File: src/rtl/object_depth_query_table_assert.svh
// assertion macros shared by the depth query table rtl
// expects clk_i and rst_ni in the scope of each use
`ifndef OBJECT_DEPTH_QUERY_TABLE_ASSERT_SVH
`define OBJECT_DEPTH_QUERY_TABLE_ASSERT_SVH

// checked property, off while in reset
`define ODQT_ASSERT(lbl, prop, msg) \
  lbl: assert property (@(posedge clk_i) disable iff (!rst_ni) (prop)) else $error(msg);

// checked property, live during reset as well
`define ODQT_ASSERT_ALWAYS(lbl, prop, msg) \
  lbl: assert property (@(posedge clk_i) (prop)) else $error(msg);

`endif

File: src/rtl/odqt_pkg.sv
// shared widths, codes, types and the depth decode for the depth query table
// no dependencies
package odqt_pkg;

  localparam int KEY_W   = 32;
  localparam int POS_W   = 12;
  localparam int ZWORD_W = 16;
  localparam int DEPTH_W = 15;
  localparam int PIX_W   = 20;
  localparam int RES_W   = 10;
  localparam int OP_W    = 2;

  // operation codes carried in the input tuser
  localparam logic [OP_W-1:0] OP_REGISTER  = 2'd0;
  localparam logic [OP_W-1:0] OP_FILL      = 2'd1;
  localparam logic [OP_W-1:0] OP_FRAME_END = 2'd2;

  // configuration register indexes
  localparam logic [0:0] REG_IDX_WIDTH  = 1'b0;
  localparam logic [0:0] REG_IDX_HEIGHT = 1'b1;

  localparam logic [RES_W-1:0] WIDTH_RESET  = 10'd320;
  localparam logic [RES_W-1:0] HEIGHT_RESET = 10'd240;

  typedef struct packed {
    logic [PIX_W-1:0] pixel;
    logic             visible;
  } pix_res_t;

  // float z decode tables, indexed by the exponent
  localparam logic [2:0] ZSHIFT [8] = '{3'd6, 3'd5, 3'd4, 3'd3, 3'd2, 3'd1, 3'd0, 3'd0};
  localparam logic [17:0] ZADD [8] = '{
    18'h00000, 18'h20000, 18'h30000, 18'h38000,
    18'h3C000, 18'h3E000, 18'h3F000, 18'h3F800
  };
  localparam logic [10:0] ZMANT_MASK = 11'h7FF;

  function automatic logic [DEPTH_W-1:0] decode_depth(logic [ZWORD_W-1:0] word);
    logic [2:0]  expo;
    logic [10:0] mant;
    logic [17:0] shifted;
    logic [17:0] sum;
    expo    = word[15:13];
    mant    = word[12:2] & ZMANT_MASK;
    shifted = {7'd0, mant} << ZSHIFT[expo];
    sum     = shifted + ZADD[expo];
    return sum[17:3];
  endfunction

endpackage

File: src/rtl/odqt_pixel_unit.sv
// bounds check and pixel index (row times width plus column), one register stage
// depends on odqt_pkg
module odqt_pixel_unit (
  input  logic                            clk_i,
  input  logic [odqt_pkg::POS_W-1:0]      pos_x_i,
  input  logic [odqt_pkg::POS_W-1:0]      pos_y_i,
  input  logic [odqt_pkg::RES_W-1:0]      width_i,
  input  logic [odqt_pkg::RES_W-1:0]      height_i,
  output odqt_pkg::pix_res_t              result_o
);
  import odqt_pkg::*;

  logic             vis;
  logic [PIX_W-1:0] prod;
  logic [PIX_W-1:0] pix;
  pix_res_t         res_q;

  // negative coordinates fail on the sign bit, the rest compares unsigned
  assign vis = !pos_x_i[POS_W-1] && !pos_y_i[POS_W-1] &&
               (pos_x_i[POS_W-2:0] < {1'b0, width_i}) &&
               (pos_y_i[POS_W-2:0] < {1'b0, height_i});

  // y below height keeps it within 10 bits when visible
  assign prod = pos_y_i[RES_W-1:0] * width_i;
  assign pix  = prod + {{(PIX_W-RES_W){1'b0}}, pos_x_i[RES_W-1:0]};

  always_ff @(posedge clk_i) begin
    res_q.visible <= vis;
    res_q.pixel   <= vis ? pix : '0;
  end

  assign result_o = res_q;

endmodule

File: config.mk
export PLATFORM = sky130hd
export DESIGN_NAME = odqt_pixel_unit
export DESIGN_NICKNAME = d
export VERILOG_FILES = /design/src/rtl/object_depth_query_table_assert.svh /design/src/rtl/odqt_pkg.sv /design/src/rtl/odqt_pixel_unit.sv
export SDC_FILE = /design/constraint.sdc
export NUM_CORES = 1
export LEC_CHECK = 0
export ABC_AREA = 1
export BUFFER_PORTS_ARGS = -buffer_cell sky130_fd_sc_hd__buf_2
export CORE_MARGIN = 2
export CORE_UTILIZATION = 45
export CTS_BUF_LIST = sky130_fd_sc_hd__clkbuf_4 sky130_fd_sc_hd__clkbuf_8
export DETAILED_ROUTE_END_ITERATION = 8
export PLACE_DENSITY_LB_ADDON = 0.25
export RECOVER_POWER = 100
export SYNTH_ARGS = -nofsm -noshare
export SYNTH_HDL_FRONTEND = slang
export SYNTH_SLANG_ARGS = --single-unit
export TNS_END_PERCENT = 30
File: constraint.sdc
create_clock -name clk_i -period 4.45 [get_ports clk_i]
set_clock_uncertainty 0.1 [all_clocks]
set_input_delay 0.445 -clock clk_i [delete_from_list [all_inputs] [get_ports clk_i]]
set_output_delay 0.445 -clock clk_i [all_outputs]
set_load 0.02 [all_outputs]
-- Yosys cells after proc, flatten, opt, wreduce, memory -nomap -nowiden
Index checks and enable logic that the tools add are counted.
- register bits: 21
- latch bits: 0
- memory bits (writable): 0
- ROM bits: 0
- output and inout bits: 21
- memories: 0
- add/sub/neg operators: 1
- $mul: 1
- divide/modulo/power cells: 0
- magnitude comparators: 2
- equality and inequality tests: 0
- shift operators: 0
- mux-type cells: 0
- bitwise gates (word level): 0
- reductions and logical operators: 5
- operator list (cell ; number):
    less-than comparator 11 x 10 -> 1 bit ; 2
    adder 20 x 10 -> 20 bit ; 1
    multiplier 10 x 10 -> 20 bit ; 1
    logical AND 1 bit ; 3
    zero test 1 bit ; 2

-- Longest topological paths before layout
- depth in word-level cells: 4
- mapped depth: 23
- gate-level depth less buffers: 22

-- Worst setup path after synthesis
Ideal clock, no wire load.
- kind: in2reg
- start point: in width_i[9] (netlist bit)
- end point: reg res_q (netlist bit result_o[12])
- library setup time: 0.112 ns
- arrival: 4.573 ns
- data required time: 4.238 ns
- slack: -0.334 ns
- stages on the path: 18
- buffers on the path: 1
- cells stage by stage: clkbuf_1 > nand2_1 > fa_1 > fa_1 > inv_1 > fa_1 > fa_1 > inv_1 > fa_1 > inv_1 > ha_1 > nand2_1 > inv_1 > a21oi_1 > nand3_1 > xor2_1 > inv_1 > nor2_4
- cells in the longest elaborated chain, start to end: 3
- elaborated cells between the ends (all ways): 5
- ends and longest elaborated chain (element ; RTL line ; text):
    from (decl) ; odqt_pixel_unit.sv:7 ; input logic [odqt_pkg::RES_W-1:0] width_i,
    parallel branches: the longest is 3 deep, another holds multiplier 10 x 10 -> 20 bit ; - ;
    to (decl) ; odqt_pixel_unit.sv:16 ; pix_res_t res_q;
Several ways; the timed one is not identified.
A chain may end at the register's enable or synchronous reset.

-- Worst setup path after layout
- start point: in pos_y_i[8] (netlist bit)
- end point: reg res_q (netlist bit result_o[12])
- cells in the longest elaborated chain, start to end: 2
- elaborated cells between the ends (all ways): 4
- ends and longest elaborated chain (element ; RTL line ; text):
    from (decl) ; odqt_pixel_unit.sv:6 ; input logic [odqt_pkg::POS_W-1:0] pos_y_i,
    multiplier 10 x 10 -> 20 bit or less-than comparator 11 x 10 -> 1 bit (tied branches) ; odqt_pixel_unit.sv:24, odqt_pixel_unit.sv:21 ;
    adder 20 x 10 -> 20 bit or logical AND 1 bit (tied branches) ; odqt_pixel_unit.sv:25, odqt_pixel_unit.sv:20 ;
Parallel ways exist; a longest one is shown, timed or not.

==> results by stage <==
Placement:
- The weighted congestion reported at the end of routability-driven placement is 0.8775.
- The count of buffers added on input and output ports is 65.
- The post-detailed-placement cell area is 5929 um^2.
- The total half-perimeter wirelength after legalization and detailed placement is 10410 um.

Cells and area:
- The top cell types in the final layout, fill and taps aside, are inv_1 (214), nand2_1 (181), fa_1 (70).
- After routing the design area is 6191 um^2.
- After the last flow step, the layout net total stands at 1011.
- In the final layout, the share of cells above drive strength 1 is 19.83%.
- The repair_antennas step left the layout with diodes totalling 0.
- The library cell used most frequently in the layout, excluding fill and tap cells, is inv_1.
- The flip-flop count of the largest register, all copies and words added is 21.
- The final-layout fill cell count is 1051.
- The area added between synthesis and finish is 21.75%.

Power:
- For this design the static power due to leakage is 3.788 nW.
- The areal power density over the cells is 600.2 nW/um^2.
- Power comes to 3.716 mW.
- The worst IR drop on VDD is 431.4 uV.

STA:
- The final critical delay including setup and external delays is 4.339 ns.
- Measured against its own limit, the worst slew margin works out to 79.44%.
- The total count of max-transition violations in the final report came to 0.
- The total count of hold-check failures in the final report came to 0.
- At the pin with the least slew margin, the transition time is 0.3052 ns.
- Static timing analysis puts the maximum clock frequency at 230.5 MHz.
- The setup-violating endpoint count in the final report is 0.
- The post-route fraction of the period consumed by the critical path is 97.50%.
- Setup repair after global routing could not meet its margin everywhere.

GRT:
- The number of antenna violations at the first check in global routing is 0.
- The global-route wire length before repair is 20480 um.
- The largest net degree at the start of global routing is 16.
- The all-layer global routing usage is 21.22%.
- The via count of the first global-routing pass was 4712.
- Summed over all layers, the global routing overflow is 0.

Synthesis:
- In the synthesized netlist, the number of instances is 718.
- The number of warnings printed during yosys synthesis is 0.
- The number of nets in the synthesized netlist is 911.
- Synthesis inferred 21 register bits.
- The average size of a mapped cell is 7.082 um^2.
- The synthesized netlist occupies a cell area of 5085 um^2.
- The share of synthesized area occupied by flip-flops and latches is 8.268%.
- The number of different library cells in the post-synthesis netlist is 25.

Drt:
- The remaining antenna violation count is 0.
- The final layout contains routed wiring with a total length of 11820 um.
- The post-detailed-route wirelength per cell is 12.35 um.
- The ratio of routed vias to standard cells is 4.651.
- The first-iteration detailed-routing DRC count is 204.
- For this run, design rule violations remaining after detail routing come to 0.
- The number of search-and-repair iterations in the first detailed-routing pass is 4.
- The detailed router placed 4451 vias in this run.

Floorplanning:
- The floorplan step set the die height to 110.3 um.
- The row count is 38.
- The die covers 12170 um^2.
- The region available for standard cell placement spans 10940 um^2.
- Once the floorplan was initialized, standard cells occupied 46.50% of the core.
- Pin placement for this block handled 66 I/O pins.
- The floorplan die width is 110.3 um.

Run status:
- The run finished with clean final reports.

CTS:
- The clock passes through at most 2 buffers.
- The CTS tree is done.
- The H-tree depth is 1.
- The number of clock buffers added by TritonCTS is 3.
- The total clock sinks is 21.
- The total of hold buffers inserted after clock tree synthesis is 0.
- The clock slew seen by the registers of the worst setup and hold paths is 0.08 ns.
- The cell chosen for the clock root is clkbuf_8.

Worst setup path:
- The cell with the largest stage delay on the worst path is fa_1.
- The worst setup path is of the in -> reg kind.
- The data required time at the worst endpoint is 4.51 ns.
- The highest fanout seen on the critical path is 6.
- In this design, the stage delay of the slowest critical-path cell is 0.54 ns.
- The critical path goes through clkbuf_4, nand2_1, fa_1, inv_1, fa_1, fa_1, fa_1, inv_1, fa_1, inv_2, ha_4, nand2_1, nand2_2, a21oi_4, nand3_2, xor2_1, inv_1, nor2_4.
- The kind of launch point of the worst setup path is a primary input.
- The cell repeated most along the worst path is fa_1.
- The arrival time at the worst endpoint is 4.39 ns.
- The worst setup path is captured at a flop.

Min path:
- In this run the worst hold path is classified as in -> reg.

Job:
- The number of maximum-capacitance violations is 0.
==> path summary, 6_finish.rpt <==
path	from	endpoint	depth (start not counted)
worst min-delay path	pos_x_i[0]	result_o[1]$_SDFF_PN0_	4
worst max-delay path	pos_y_i[8]	result_o[12]$_SDFF_PN0_	18
==> synthesized netlist by cell type (all sizes together) <==
cell	instances	area share, %
xor2	7	1.2
nand3	13	1.4
xnor2	2	0.34
a21oi	26	2.6
fa	72	28
clkinv	1	0.098
nor2	47	4.5
dfxtp	21	8.3
or2	1	0.12
o21ai	7	0.76
nor3	3	0.30
nand2	197	15
clkbuf	20	1.5
a21o	2	0.30
buf	1	0.39
and2	1	0.12
nand4	2	0.25
inv	219	16
ha	76	19
==> kinds of logic after synthesis <==
group | synth area share [%]
AND/OR/NAND/NOR | 21.31
buffers and inverters | 18.13
adder cells (fa/ha/maj) | 47.05
AO/OA/AOI/OAI | 3.691
flip-flops | 8.268
XOR/XNOR | 1.550
==> area by class of cell <==
cell class,instances,area [um^2],area share [%]
Multi-Input combinational cell,456,3993,64.49
Tap cell,140,175.2,2.829
Sequential cell,21,420.4,6.791
Clock buffer,4,48.80,0.7882
Timing Repair Buffer,116,726.9,11.74
Inverter,220,827.0,13.36
==> stage by stage <==
step | instances | utilization, % | worst slack (ns) | setup TNS, ns | hold slack [ns]
finish | 957 | 56.61 | 0.1114 | 0 | 0.4579
global route | 957 | 56.61 | -0.02174 | -0.07700 | 0.4848
CTS | 957 | 54.76 | 0.01570 | 0 | 0.4567
detailed placement | 953 | 54.22 | -0.3460 | -3.354 | 0.7256
global placement | 953 | 54.22 | -0.3426 | -3.061 | 0.7170
floorplan | 718 | - | -0.006430 | -0.01036 | 0.5966
==> critical path: cells and delay by family <==
| family | cells | cell delay (ns) |
|---|---|---|
| and+or+nand+nor | 5 | 0.42 |
| buffers and inverters | 5 | 0.42 |
| adders and majority gates | 6 | 2.76 |
| xor gates and xnor gates | 1 | 0.19 |
| AOI/OAI and AO/OA | 1 | 0.16 |
==> routing by layer <==
metal | up-vias | track usage [%] | part of all wire, %
li1 | 2252 | - | -
met1 | 2100 | 25.83 | 42
met2 | 85 | 40.97 | 52
met3 | 14 | 2.234 | 4.8
met4 | 0 | 2.946 | 1.4
met5 | - | 0 | 0
==> power by group <==
group	total (mW)	switching [mW]	internal, mW	leakage, nW
sequential	0.201	0.00270	0.199	0.169
clock	0.132	0.0618	0.0699	0.0262
combinational	3.38	1.93	1.45	3.59
==> repair_timing <==
action / CTS / global route
resized for setup: 3 / 65
setup buffers: 0 / 0
setup endpoints to repair: 4 / 13
pin swaps: 4 / 21
Power figures use the tool's default switching activity.
